==> src/hw/rtl/tccp_pkg.sv <==
// ----------------------------------------------------------------------------
// tccp_pkg
// Shared types and constants of the text console cursor placer.
// ----------------------------------------------------------------------------
package tccp_pkg;

  localparam int unsigned CfgIdxW = 2;

  localparam logic [CfgIdxW-1:0] REG_COLUMNS = 2'd0;
  localparam logic [CfgIdxW-1:0] REG_ROWS    = 2'd1;

  localparam logic [7:0] COLUMNS_RESET = 8'd40;
  localparam logic [7:0] ROWS_RESET    = 8'd15;

  localparam logic [7:0] LEAD_THRESHOLD = 8'hA0;
  localparam logic [7:0] LINE_FEED      = 8'h0A;

  localparam logic [1:0] CMD_SINGLE = 2'd0;
  localparam logic [1:0] CMD_DOUBLE = 2'd1;
  localparam logic [1:0] CMD_SCROLL = 2'd2;

  // Results of one byte: optional scroll, optional draw, optional scroll.
  typedef struct packed {
    logic       pre_scroll;
    logic       draw;
    logic       post_scroll;
    logic [1:0] command;
    logic [7:0] glyph_column;
    logic [7:0] glyph_row;
    logic [7:0] first_code;
    logic [7:0] second_code;
  } plan_t;

endpackage

==> src/hw/rtl/tccp_planner.sv <==
// ----------------------------------------------------------------------------
// tccp_planner
// Input register, cursor state and the per-byte placement logic.
// ----------------------------------------------------------------------------
module tccp_planner (
  input  logic          clk_i,
  input  logic          rst_ni,
  input  logic          in_valid_i,
  output logic          in_ready_o,
  input  logic [7:0]    byte_value_i,
  input  logic          end_of_packet_i,
  input  logic [7:0]    columns_i,
  input  logic [7:0]    rows_i,
  input  logic          plan_ready_i,
  output logic          plan_valid_o,
  output tccp_pkg::plan_t plan_o
);
  import tccp_pkg::*;

  logic       in_valid_q;
  logic [7:0] byte_q;
  logic       eop_q;
  logic       take;

  logic [7:0] col_q, col_d;
  logic [7:0] row_q, row_d;
  logic       lead_q, lead_d;
  logic [7:0] held_q, held_d;

  logic [8:0] cols9, rows9, cells9;
  logic [8:0] row_inc9, row_a_inc9, col_b9;
  logic       wrap1, scroll1, wrap2, scroll2;
  logic [7:0] col_a, row_a, col_b;
  logic       is_double;

  assign take         = in_valid_q && plan_ready_i;
  assign in_ready_o   = !in_valid_q || plan_ready_i;
  assign plan_valid_o = in_valid_q;

  always_ff @(posedge clk_i or negedge rst_ni) begin
    if (!rst_ni) begin
      in_valid_q <= 1'b0;
    end else if (in_ready_o) begin
      in_valid_q <= in_valid_i;
    end
  end

  always_ff @(posedge clk_i) begin
    if (in_valid_i && in_ready_o) begin
      byte_q <= byte_value_i;
      eop_q  <= end_of_packet_i;
    end
  end

  // placement arithmetic
  always_comb begin
    is_double  = lead_q;
    cols9      = {1'b0, columns_i};
    rows9      = {1'b0, rows_i};
    cells9     = is_double ? 9'd2 : 9'd1;
    row_inc9   = {1'b0, row_q} + 9'd1;
    wrap1      = ({1'b0, col_q} + cells9) > cols9;
    scroll1    = wrap1 && (row_inc9 >= rows9);
    col_a      = wrap1 ? 8'd0 : col_q;
    row_a      = (wrap1 && !scroll1) ? row_inc9[7:0] : row_q;
    col_b9     = {1'b0, col_a} + cells9;
    col_b      = col_b9[7:0];
    wrap2      = {1'b0, col_b} >= cols9;
    row_a_inc9 = {1'b0, row_a} + 9'd1;
    scroll2    = wrap2 && (row_a_inc9 >= rows9);
  end

  always_comb begin
    col_d  = col_q;
    row_d  = row_q;
    lead_d = lead_q;
    held_d = held_q;
    plan_o = '0;
    if (lead_q) begin
      lead_d              = 1'b0;
      plan_o.pre_scroll   = scroll1;
      plan_o.draw         = 1'b1;
      plan_o.post_scroll  = scroll2;
      plan_o.command      = CMD_DOUBLE;
      plan_o.glyph_column = col_a;
      plan_o.glyph_row    = row_a;
      plan_o.first_code   = held_q;
      plan_o.second_code  = byte_q;
      col_d               = wrap2 ? 8'd0 : col_b;
      row_d               = (wrap2 && !scroll2) ? row_a_inc9[7:0] : row_a;
    end else if (byte_q >= LEAD_THRESHOLD && !eop_q) begin
      lead_d = 1'b1;
      held_d = byte_q;
    end else if (byte_q == LINE_FEED) begin
      plan_o.pre_scroll = row_inc9 >= rows9;
      col_d             = 8'd0;
      row_d             = (row_inc9 >= rows9) ? row_q : row_inc9[7:0];
    end else begin
      plan_o.pre_scroll   = scroll1;
      plan_o.draw         = 1'b1;
      plan_o.post_scroll  = scroll2;
      plan_o.command      = CMD_SINGLE;
      plan_o.glyph_column = col_a;
      plan_o.glyph_row    = row_a;
      plan_o.first_code   = byte_q;
      col_d               = wrap2 ? 8'd0 : col_b;
      row_d               = (wrap2 && !scroll2) ? row_a_inc9[7:0] : row_a;
    end
  end

  always_ff @(posedge clk_i or negedge rst_ni) begin
    if (!rst_ni) begin
      col_q  <= 8'd0;
      row_q  <= 8'd0;
      lead_q <= 1'b0;
      held_q <= 8'd0;
    end else if (take) begin
      col_q  <= col_d;
      row_q  <= row_d;
      lead_q <= lead_d;
      held_q <= held_d;
    end
  end

endmodule

==> src/hw/rtl/tccp_emitter.sv <==
// ----------------------------------------------------------------------------
// tccp_emitter
// Result register: holds one byte's plan and hands out its results in order.
// ----------------------------------------------------------------------------
module tccp_emitter (
  input  logic            clk_i,
  input  logic            rst_ni,
  input  logic            plan_valid_i,
  output logic            plan_ready_o,
  input  tccp_pkg::plan_t plan_i,
  output logic            out_valid_o,
  input  logic            out_ready_i,
  output logic [1:0]      command_o,
  output logic [7:0]      glyph_column_o,
  output logic [7:0]      glyph_row_o,
  output logic [7:0]      first_code_o,
  output logic [7:0]      second_code_o,
  output logic            last_result_o
);
  import tccp_pkg::*;

  logic [2:0] pend_q, pend_d, pend_rest;
  plan_t      plan_q;
  logic       fire, load;

  // bit 0: leading scroll, bit 1: draw, bit 2: trailing scroll
  assign pend_rest     = pend_q & (pend_q - 3'd1);
  assign out_valid_o   = |pend_q;
  assign fire          = out_valid_o && out_ready_i;
  assign last_result_o = pend_rest == 3'd0;
  assign plan_ready_o  = !out_valid_o || (fire && last_result_o);
  assign load          = plan_valid_i && plan_ready_o;

  always_comb begin
    pend_d = pend_q;
    if (load) begin
      pend_d = {plan_i.post_scroll, plan_i.draw, plan_i.pre_scroll};
    end else if (fire) begin
      pend_d = pend_rest;
    end
  end

  always_ff @(posedge clk_i or negedge rst_ni) begin
    if (!rst_ni) begin
      pend_q <= 3'd0;
    end else begin
      pend_q <= pend_d;
    end
  end

  always_ff @(posedge clk_i) begin
    if (load) begin
      plan_q <= plan_i;
    end
  end

  always_comb begin
    if (pend_q[0] || !pend_q[1]) begin
      command_o      = CMD_SCROLL;
      glyph_column_o = 8'd0;
      glyph_row_o    = 8'd0;
      first_code_o   = 8'd0;
      second_code_o  = 8'd0;
    end else begin
      command_o      = plan_q.command;
      glyph_column_o = plan_q.glyph_column;
      glyph_row_o    = plan_q.glyph_row;
      first_code_o   = plan_q.first_code;
      second_code_o  = plan_q.second_code;
    end
  end

endmodule

==> src/hw/rtl/text_console_cursor_placer_top.sv <==
// ----------------------------------------------------------------------------
// text_console_cursor_placer_top
// Places received text bytes on a character grid and issues draw and
// scroll requests.
// ----------------------------------------------------------------------------
//  channel  | direction | handshake             | payload
//  ---------+-----------+-----------------------+------------------------------
//  in       | in        | in_valid / in_ready   | byte_value, end_of_packet
//  out      | out       | out_valid / out_ready | command, glyph_column/row,
//           |           |                       | first/second_code, last_result
//  cfg      | in        | cfg_valid / cfg_ready | cfg_index, cfg_data
//
//  A byte is held in the input register, then its 0 to 3 results leave the
//  result register one per cycle while out_ready is high; the result count
//  sets the rate. Reset clears cursor, held lead byte and pipeline;
//  registers return to 40 columns and 15 rows. cfg_ready is always high.
//  A stalled out channel holds the result and backs up into in_ready.
// ----------------------------------------------------------------------------
module text_console_cursor_placer_top (
  input  logic                         clk_i,
  input  logic                         rst_ni,
  input  logic                         in_valid_i,
  output logic                         in_ready_o,
  input  logic [7:0]                   byte_value_i,
  input  logic                         end_of_packet_i,
  output logic                         out_valid_o,
  input  logic                         out_ready_i,
  output logic [1:0]                   command_o,
  output logic [7:0]                   glyph_column_o,
  output logic [7:0]                   glyph_row_o,
  output logic [7:0]                   first_code_o,
  output logic [7:0]                   second_code_o,
  output logic                         last_result_o,
  input  logic                         cfg_valid_i,
  output logic                         cfg_ready_o,
  input  logic [tccp_pkg::CfgIdxW-1:0] cfg_index_i,
  input  logic [7:0]                   cfg_data_i
);
  import tccp_pkg::*;

  logic [7:0] columns_q;
  logic [7:0] rows_q;
  logic       plan_valid, plan_ready;
  plan_t      plan;

  assign cfg_ready_o = 1'b1;

  always_ff @(posedge clk_i or negedge rst_ni) begin
    if (!rst_ni) begin
      columns_q <= COLUMNS_RESET;
      rows_q    <= ROWS_RESET;
    end else if (cfg_valid_i) begin
      case (cfg_index_i)
        REG_COLUMNS: columns_q <= cfg_data_i;
        REG_ROWS:    rows_q    <= cfg_data_i;
        default: ;
      endcase
    end
  end

  tccp_planner u_planner (
    .clk_i           (clk_i),
    .rst_ni          (rst_ni),
    .in_valid_i      (in_valid_i),
    .in_ready_o      (in_ready_o),
    .byte_value_i    (byte_value_i),
    .end_of_packet_i (end_of_packet_i),
    .columns_i       (columns_q),
    .rows_i          (rows_q),
    .plan_ready_i    (plan_ready),
    .plan_valid_o    (plan_valid),
    .plan_o          (plan)
  );

  tccp_emitter u_emitter (
    .clk_i          (clk_i),
    .rst_ni         (rst_ni),
    .plan_valid_i   (plan_valid),
    .plan_ready_o   (plan_ready),
    .plan_i         (plan),
    .out_valid_o    (out_valid_o),
    .out_ready_i    (out_ready_i),
    .command_o      (command_o),
    .glyph_column_o (glyph_column_o),
    .glyph_row_o    (glyph_row_o),
    .first_code_o   (first_code_o),
    .second_code_o  (second_code_o),
    .last_result_o  (last_result_o)
  );

endmodule

==> config.mk <==
export PLATFORM = sky130hd
export DESIGN_NAME = text_console_cursor_placer_top
export DESIGN_NICKNAME = d
export VERILOG_FILES = /design/src/hw/rtl/tccp_pkg.sv /design/src/hw/rtl/tccp_planner.sv /design/src/hw/rtl/tccp_emitter.sv /design/src/hw/rtl/text_console_cursor_placer_top.sv
export SDC_FILE = /design/constraint.sdc
export NUM_CORES = 1
export LEC_CHECK = 0
export BUFFER_PORTS_ARGS = -buffer_cell sky130_fd_sc_hd__buf_2
export CAP_MARGIN = 15
export CORE_UTILIZATION = 65
export CTS_BUF_LIST = sky130_fd_sc_hd__clkbuf_4
export CTS_CLUSTER_DIAMETER = 150
export DETAILED_ROUTE_END_ITERATION = 16
export PLACE_DENSITY_LB_ADDON = 0.2
export SETUP_SLACK_MARGIN = 0.1
export SLEW_MARGIN = 10
export SYNTH_ARGS = -nofsm -noshare
export SYNTH_HDL_FRONTEND = slang
export SYNTH_SLANG_ARGS = --single-unit
==> constraint.sdc <==
create_clock -name clk_i -period 11 [get_ports clk_i]
set_clock_uncertainty 0.05 [all_clocks]
set_input_delay 2.2 -clock clk_i [delete_from_list [all_inputs] [get_ports clk_i]]
set_output_delay 2.2 -clock clk_i [all_outputs]
set_load 0.02 [all_outputs]
==> results of run 1 <==
-- how the worst max path moves through the flow --
stage	from	endpoint	slack, ns	depth (start not counted)
final	u_planner.is_double	u_planner.row_q[3]	3.28	26
after global routing	u_planner.is_double	u_planner.row_q[3]	2.47	26
after CTS	u_planner.is_double	u_planner.row_q[3]	3.41	26
after detailed placement	u_planner.is_double	u_planner.row_q[3]	3.46	26
after global placement	u_planner.is_double	u_planner.row_q[3]	3.90	26
after floorplan	u_planner.is_double	u_planner.row_q[3]	5.16	27
-- placed cells by master (no fill, tap or decap), drive strengths merged, types with 8 or more instances in the layout --
cell / instances
ha: 38
a22o: 12
dfrtp: 39
nor2: 41
edfxtp: 42
nand2: 44
xor2: 17
inv: 32
xnor2: 20
and2: 49
mux2: 17
a21oi: 18
buf: 63
nand3: 18
nand2b: 8
clkbuf: 9
o21ai: 32
-- metrics by stage --
stage                     total power [mW]  utilization (%)  cells  hold slack (ns)  area, µm²
after floorplan                      0.943                -    539            0.386       5390
after global placement                1.08             72.6    679            0.402       5730
after detailed placement              1.11             72.6    679            0.407       5730
after CTS                             1.29             74.4    695            0.447       5870
after global routing                  1.39             74.4    695            0.474       5870
final                                 1.29             74.4    695            0.450       5870
-- final cells by class --
class | instances | area (µm²) | share of cell area [%]
tap | 102 | 128 | 2.17
clock inverter | 7 | 75.1 | 1.28
clock buffer | 9 | 67.6 | 1.15
inverter | 28 | 105 | 1.79
timing repair buffer | 63 | 323 | 5.50
multi-input combinational | 399 | 2780 | 47.3
sequential | 87 | 2390 | 40.8
-- flip-flops by register name, summed over array words and instances, names as in the netlist --
signal / cells
u_emitter.pend_q: 3
rows_q: 8
u_planner.col_q: 8
u_planner.plan_valid_o: 1
columns_q: 8
u_emitter.plan_q: 33
u_planner.eop_q: 1
u_planner.byte_q: 8
u_planner.held_q: 8
u_planner.is_double: 1
u_planner.row_q: 8
-- power breakdown --
group,internal [mW],switching [mW],total [mW]
combinational,0.239,0.356,0.595
sequential,0.447,0.0656,0.513
clock,0.0543,0.132,0.187
total,0.740,0.554,1.29
-- metal layers --
| layer | vias up | track usage, % |
|---|---|---|
| met5 | - | 0 |
| met4 | 0 | 9.36 |
| met3 | 18 | 6.18 |
| met2 | 171 | 50.2 |
| met1 | 1997 | 39.3 |
| li1 | 1998 | - |
-- cell families after synthesis --
kind of cell	count (synthesis)	synth area share [%]
xor gates and xnor gates	37	6.01
and+or+nand+nor	203	19.8
adders and majority gates	41	9.75
other	1	0.0696
muxes	20	4.11
AOI/OAI and AO/OA	97	11.8
DFF	87	44.4
buffers and inverters	53	4.02
-- worst max-delay path, delay by kind of cell (launching register included) --
family,cells,cell delay (ns)
compound gates,9,2.26
xor+xnor,3,0.65
fa+ha+maj,5,1.69
buf+inv,1,0.20
flops,1,0.91
mux,1,0.35
simple gates,7,1.54
==> results.yml, run 1 <==
status:
  outcome: "complete, no violations"
die:
  start_util_pct: 68.3
  io_pins: 62
  die_area_um2: 8660
  core_um2: 7890
  fp-row-count: 32
  fp.dieH_um: 93.1
  fp.dieW_um: 93.1
detailed_routing:
  via_count: 4184
  via_per_inst: 6.02
  wl_met1_mm: 5.09
  wl_met2_mm: 5.85
  antenna_left: 0
  met3RoutedLength_um: 804
  drt-pass1-iter-count: 6
  wl_per_cell_um: 17.1
  drc: 0
  drtIter0Drc: 323
  topRoutingLayerUsed: "met4"
  wirelength_mm: 11.9
cts:
  cts-resized-gates: 0
  hold_buffers: 0
  cts_tree: "done"
  cts.htree.levels: 3
  cts-root-buf: "clkbuf_4"
  cts_setup_buffers: 0
  clk_pin_slew_ns: 0.17
  clockBufferDepth: 2
  clk_latency_ns: 0.45
  numCtsBuffers: 9
  cts_num_sinks: 87
yosys:
  yosys_warnings: 0
  synth-main-ff-cell: "edfxtp_1"
  synth.top_cells.by_count: "and2_1, nand2_1, edfxtp_1, nor2_1, dfrtp_1"
  yosysUniqueCellTypes: 58
  yosysMostFrequentCell: "and2_1"
  synthTopCellsByArea: "edfxtp_1, dfrtp_1, ha_1"
  async_reset_ff_share_pct: 51.7
  synth_top_area_share_pct: 23.4
  synth.avg_cell_area_um2: 10.0
  syn-instance-count: 539
  yosys.area.top_type: "edfxtp_1"
  synth_edf_count: 42
  synth_nets: 603
  yosysSeqAreaShare_pct: 44.4
  syn_area_um2: 5390
  synth_seq_cells: 87
critical_path:
  max_stage_delay_ns: 0.91
  r2r_end: "u_planner.row_q[3]"
  reg2reg_slack_ns: 3.28
  critPathMaxFanout: 27
  end_kind: "register"
  timing.rr.start: "u_planner.is_double"
  cp.required_ns: 11.36
  path_common_cell: "ha_1"
  worstRegToRegCells: 26
  path_class: "register to register"
  crit_slowest_cell: "dfrtp_1"
  arrival_ns: 8.08
  cp-start-kind: "register"
timing:
  min_period_over_period_pct: 70.2
  slew_violations: 0
  tns_ns: 0
  hold_viol_final: 0
  setup_violations: 0
  fin_crit_ns: 7.72
  max_freq_ghz: 0.130
  tightestPinTransition_ns: 1.01
  setup_slack_ns: 3.28
  rsz0062_at_grt: "false"
  slew_headroom_pct: 32.6
flow_run:
  cap_violations: 0
placed_design:
  place_ws_ns: 3.46
  portBuffers: 60
  gp_congestion: 0.934
  dp_hpwl_mm: 8.94
min_path:
  whs_endpoint: "u_planner.held_q[7]"
  hold_class: "register to register"
  hold_start: "u_planner.held_q[7]"
  holdPathStages: 1
cells_and_area:
  drive_gt1_share_pct: 17.9
  synthToLayoutAreaGrowth_pct: 8.94
  fin_nets: 652
  antennaDiodeCount: 0
  fillerInstances: 565
global_routing:
  antenna_found_initial: 0
  grt-ovfl-total: 0
  grt_pass1_vias: 3968
  grt_max_degree: 46
  grt_usage_pct: 30.0
  grt_pass1_wl_mm: 19.7
power:
  powerDensity_nw_per_um2: 221
  leakagePower_nw: 2.64
  ir_worst_vdd_uv: 117
No activity file was read; power rests on OpenSTA's default activity.
==> inputs of run 2 (changes only) <==
--- a/config.mk
+++ b/config.mk
@@ -7,7 +7,7 @@
 export LEC_CHECK = 0
 export BUFFER_PORTS_ARGS = -buffer_cell sky130_fd_sc_hd__buf_2
 export CAP_MARGIN = 15
-export CORE_UTILIZATION = 65
+export CORE_UTILIZATION = 61
 export CTS_BUF_LIST = sky130_fd_sc_hd__clkbuf_4
 export CTS_CLUSTER_DIAMETER = 150
 export DETAILED_ROUTE_END_ITERATION = 16
==> constraint.sdc (replaced) <==
create_clock -name clk_i -period 7.2 [get_ports clk_i]
set_clock_uncertainty 0.05 [all_clocks]
set_input_delay 1.44 -clock clk_i [delete_from_list [all_inputs] [get_ports clk_i]]
set_output_delay 1.44 -clock clk_i [all_outputs]
set_load 0.02 [all_outputs]
==> results.yml, run 2 (synthesis gave the netlist of run 1 again) <==
placed_design:
  dp.cells: 684
  dp_hpwl_mm: 8.78
  gp_congestion: 0.946
  placed_cell_area_um2: 5750
  portBuffers: 60
detailed_routing:
  via_per_inst: 5.89
  drtIter0Drc: 322
  wl_per_cell_um: 17.3
  drc: 0
  wirelength_mm: 12.1
  antenna_left: 0
  via_count: 4129
  drt-pass1-iter-count: 5
timing:
  slew_headroom_pct: 29.5
  min_period_over_period_pct: 89.7
  slew_violations: 0
  rsz0062_at_grt: "false"
  fin_hold_ws_ns: 0.446
  tns_ns: 0
  setup_violations: 0
  tightestPinTransition_ns: 1.05
  max_freq_ghz: 0.155
  fin_crit_ns: 6.46
  hold_viol_final: 0
global_routing:
  grt_pass1_wl_mm: 19.7
  grt_pass1_vias: 3983
  grt-ovfl-total: 0
  antenna_found_initial: 0
  grt_usage_pct: 29.0
  grt_max_degree: 46
die:
  fp-row-count: 33
  fp.dieH_um: 96.0
  start_util_pct: 64.3
  core_um2: 8380
  die_area_um2: 9210
  io_pins: 62
  fp.dieW_um: 96.0
cells_and_area:
  finish.utilization_pct: 70.8
  fin_area_um2: 5930
  mostFrequentLayoutCells: "buf_2, and2_1, nand2_1"
  fin_nets: 655
  fillerInstances: 662
  finalNonFillerCells: 701
  drive_gt1_share_pct: 18.8
  antennaDiodeCount: 0
  top_register: "u_emitter.plan_q"
  layout_commonest_cell: "buf_2"
  synthToLayoutAreaGrowth_pct: 10.1
  largest_register_ffs: 33
min_path:
  hold_class: "register to register"
critical_path:
  reg2reg_slack_ns: 0.74
  cp-start-kind: "register"
  end_kind: "register"
  path_class: "register to register"
  arrival_ns: 6.81
  critPathMaxFanout: 15
  cp.required_ns: 7.55
cts:
  clk_pin_slew_ns: 0.15
  cts-root-buf: "clkbuf_4"
  cts.htree.levels: 3
  clk_latency_ns: 0.45
  cts-resized-gates: 0
  cts_num_sinks: 87
  cts_setup_buffers: 0
  cts_tree: "done"
  clockBufferDepth: 2
  numCtsBuffers: 9
  hold_buffers: 0
status:
  outcome: "complete, no violations"
flow_run:
  cap_violations: 0
power:
  leakagePower_nw: 2.67
  powerDensity_nw_per_um2: 339
  ir_worst_vdd_uv: 160
-- run 2: metal layers --
metal	global-route usage, %	share of wire, %	vias to the layer above
met5	0	0	-
met4	9.83	1.5	0
met3	6.16	6.3	15
met2	47.5	48	150
met1	38.1	44	1966
li1	-	-	1998
-- run 2: through the flow --
stage                     power [mW]  worst slack, ns
after floorplan                 1.44             1.36
after detailed placement        1.70            0.513
after global placement          1.66            0.817
after CTS                       2.01            0.450
final                           2.01            0.739
after global routing            2.16            0.198
-- run 2: final timing paths --
check / startpoint / to / cells after the start
min in group asynchronous: rst_ni / u_planner.row_q[6] / 1
min: u_planner.held_q[7] / u_planner.held_q[7] / 1
max: u_planner.row_q[0] / u_planner.row_q[3] / 24
max in group asynchronous: rst_ni / columns_q[5] / 2
min reg2reg: u_planner.held_q[7] / u_planner.held_q[7] / 1
max reg2reg: u_planner.row_q[0] / u_planner.row_q[3] / 24
-- run 2: where the power goes --
group | internal (mW) | total (mW) | switching (mW)
registers | 0.683 | 0.769 | 0.0860
clock network | 0.114 | 0.305 | 0.191
logic | 0.371 | 0.935 | 0.565
-- run 2: worst max-delay path, cell delays in order (launching register included) --
cell and delay [ns]:
dfrtp_1 0.58, ha_1 0.42, nand3_1 0.23, nor2_1 0.31, xor2_1 0.20, ha_1 0.26
a21o_1 0.18, a211oi_1 0.29, o21a_1 0.36, nand2_2 0.28, xnor2_1 0.33, ha_1 0.31
nand3b_1 0.10, o21ai_1 0.31, o31ai_1 0.13, xnor2_1 0.14, ha_1 0.29, o211a_1 0.11
a221oi_1 0.24, o21ai_0 0.16, nor2_2 0.25, nand3_4 0.18, mux2_1 0.35, nor4_1 0.17
a311o_1 0.16
-- run 2: layout make-up --
cell class	count	area, µm²	share of cell area (%)
multi-input combinational	399	2790	46.9
sequential	87	2390	40.4
timing repair buffer	66	358	6.03
tap	105	131	2.21
inverter	28	105	1.77
clock inverter	7	91.3	1.54
clock buffer	9	67.6	1.14
==> inputs of run 3 (changes only) <==
--- a/config.mk
+++ b/config.mk
@@ -5,6 +5,7 @@
 export SDC_FILE = /design/constraint.sdc
 export NUM_CORES = 1
 export LEC_CHECK = 0
+export ABC_AREA = 1
 export BUFFER_PORTS_ARGS = -buffer_cell sky130_fd_sc_hd__buf_2
 export CAP_MARGIN = 15
 export CORE_UTILIZATION = 61
==> results.yml, run 3 <==
cells_and_area:
  drive_gt1_share_pct: 14.2
  fin_nets: 819
  layout_commonest_cell: "nand2_1"
  largest_register_ffs: 33
  fillerInstances: 732
  antennaDiodeCount: 0
  mostFrequentLayoutCells: "nand2_1, inv_1, nor2_1"
  top_register: "u_emitter.plan_q"
  synthToLayoutAreaGrowth_pct: 10.3
yosys:
  synth_seq_cells: 87
  yosysMostFrequentCell: "nand2_1"
  synth.avg_cell_area_um2: 7.86
  synth_nets: 757
  yosys.area.top_type: "edfxtp_1"
  yosysUniqueCellTypes: 45
  synth-main-ff-cell: "edfxtp_1"
  synth_top_area_share_pct: 23.2
  yosysSeqAreaShare_pct: 44.0
  syn_area_um2: 5450
  synthTopCellsByArea: "edfxtp_1, dfrtp_1, nand2_1"
  yosys_warnings: 0
  synth.top_cells.by_count: "nand2_1, inv_1, nor2_1, edfxtp_1"
  async_reset_ff_share_pct: 51.7
  synth_edf_count: 42
  syn-instance-count: 693
detailed_routing:
  wirelength_mm: 12.1
  via_count: 4609
  drtIter0Drc: 278
  antenna_left: 0
  wl_per_cell_um: 14.0
  drc: 0
  drt-pass1-iter-count: 5
  via_per_inst: 5.31
timing:
  hold_viol_final: 0
  fin_crit_ns: 5.91
  fin_hold_ws_ns: 0.431
  slew_violations: 0
  slew_headroom_pct: 33.1
  min_period_over_period_pct: 82.0
  tns_ns: 0
  setup_violations: 0
  rsz0062_at_grt: "false"
  max_freq_ghz: 0.169
  tightestPinTransition_ns: 1.00
cts:
  clk_pin_slew_ns: 0.14
  cts_num_sinks: 87
  clockBufferDepth: 2
  cts_setup_buffers: 0
  numCtsBuffers: 9
  cts-resized-gates: 0
  cts.htree.levels: 3
  cts_tree: "done"
  cts-root-buf: "clkbuf_4"
  clk_latency_ns: 0.44
  hold_buffers: 0
power:
  p_total_mw: 2.58
  leakagePower_nw: 3.26
  ir_worst_vdd_uv: 176
  powerDensity_nw_per_um2: 429
  p_clk_share_pct: 11.3
  switching_share_pct: 48.5
  seq_power_share_pct: 32.2
  p_switching_mw: 1.25
  p_int_mw: 1.33
  combPwrFrac_pct: 56.5
die:
  fp-row-count: 34
  io_pins: 62
  start_util_pct: 62.7
  fp.dieW_um: 96.5
  core_um2: 8680
  fp.dieH_um: 96.5
  die_area_um2: 9310
placed_design:
  dp_hpwl_mm: 9.22
  gp_congestion: 1.04
  portBuffers: 60
critical_path:
  end_kind: "register"
  crit_family: "simple AND/OR/NAND/NOR gates"
  critPathMaxFanout: 12
  path_common_cell: "nand2_1"
  cp-start-kind: "register"
  max_stage_delay_ns: 0.42
  cp.required_ns: 7.53
  crit_slowest_cell: "fa_1"
  path_class: "register to register"
  path_buf_inv: 4
  arrival_ns: 6.24
  reg2reg_slack_ns: 1.29
global_routing:
  grt-ovfl-total: 0
  grt_pass1_wl_mm: 19.3
  grt_usage_pct: 27.6
  antenna_found_initial: 0
  grt_pass1_vias: 4049
  grt_max_degree: 46
status:
  outcome: "complete, no violations"
flow_run:
  cap_violations: 0
min_path:
  hold_class: "register to register"
[run 3: cell count changes in the layout (fill, tap and decap cells not counted), moves of 11 or more]
cell / previous run / this run
mux2_2: 16 / 1
o21ai_0: 28 / 39
xnor2_1: 20 / 3
nand2_1: 43 / 178
inv_1: 28 / 131
and2_1: 49 / 0
nor2_1: 40 / 79
a22o_1: 12 / 0
[run 3: cell type report]
cell class | count | area (µm²) | area share, %
Clock inverter | 7 | 80.1 | 1.33
Timing Repair Buffer | 64 | 343 | 5.71
Tap cell | 108 | 135 | 2.25
Sequential cell | 87 | 2390 | 39.9
Clock buffer | 9 | 67.6 | 1.13
Multi-Input combinational cell | 460 | 2480 | 41.4
Inverter | 133 | 499 | 8.31
[run 3: final timing paths]
| check | from | endpoint | cells past startpoint |
|---|---|---|---|
| worst min register to register | u_planner.held_q[7] | u_planner.held_q[7] | 2 |
| max in group asynchronous | rst_ni | rows_q[3] | 2 |
| worst max register to register | u_planner.is_double | u_planner.row_q[3] | 34 |
| worst max-delay path | u_planner.is_double | u_planner.row_q[3] | 34 |
| min in group asynchronous | rst_ni | u_planner.held_q[5] | 1 |
| worst min-delay path | u_planner.held_q[7] | u_planner.held_q[7] | 2 |
[run 3: logic make-up (layout without fill, tap and decap cells)]
| logic type | count (synthesis) | after routing | synth area share (%) |
|---|---|---|---|
| AO/OA/AOI/OAI | 86 | 86 | 9.19 |
| XOR/XNOR | 12 | 12 | 1.93 |
| adder cells (fa/ha/maj) | 40 | 40 | 9.47 |
| buffers and inverters | 146 | 213 | 10.4 |
| flip-flops | 87 | 87 | 44.0 |
| multiplexers | 1 | 1 | 0.207 |
| other | 1 | 1 | 0.0689 |
| AND/OR/NAND/NOR | 320 | 320 | 24.7 |
[run 3: power groups by stage]
stage / sequential, mW / clock [mW] / combinational (mW)
detailed placement: 0.839 / 0 / 1.44
CTS: 0.828 / 0.295 / 1.45
finish: 0.831 / 0.291 / 1.46
floorplan: 0.821 / 0 / 1.08
global placement: 0.833 / 0 / 1.40
global route: 0.850 / 0.313 / 1.67
[run 3: metrics by stage]
stage | utilization (%) | area [µm²] | worst slack [ns] | std cells
2_1_floorplan | - | 5450 | 1.91 | 693
3_3_place_gp | 67.3 | 5840 | 1.58 | 851
3_5_place_dp | 67.3 | 5840 | 1.41 | 851
4_1_cts | 69.0 | 5980 | 1.36 | 867
5_1_grt | 69.2 | 6000 | 0.686 | 868
6_report | 69.2 | 6000 | 1.29 | 868
[run 3: tightest hold or removal path, cell delays in order (launching register included)]
cell	delay, ns
dfrtp_1	0.35
inv_1	0.05
nand2_1	0.05
[run 3: routing by layer]
| layer | global-route usage [%] | up-vias | share of wire [%] |
|---|---|---|---|
| met2 | 45.7 | 145 | 47 |
| met5 | 0 | - | 0 |
| met1 | 37.2 | 2110 | 46 |
| li1 | - | 2330 | - |
| met4 | 9.31 | 0 | 2.0 |
| met3 | 3.91 | 24 | 4.6 |
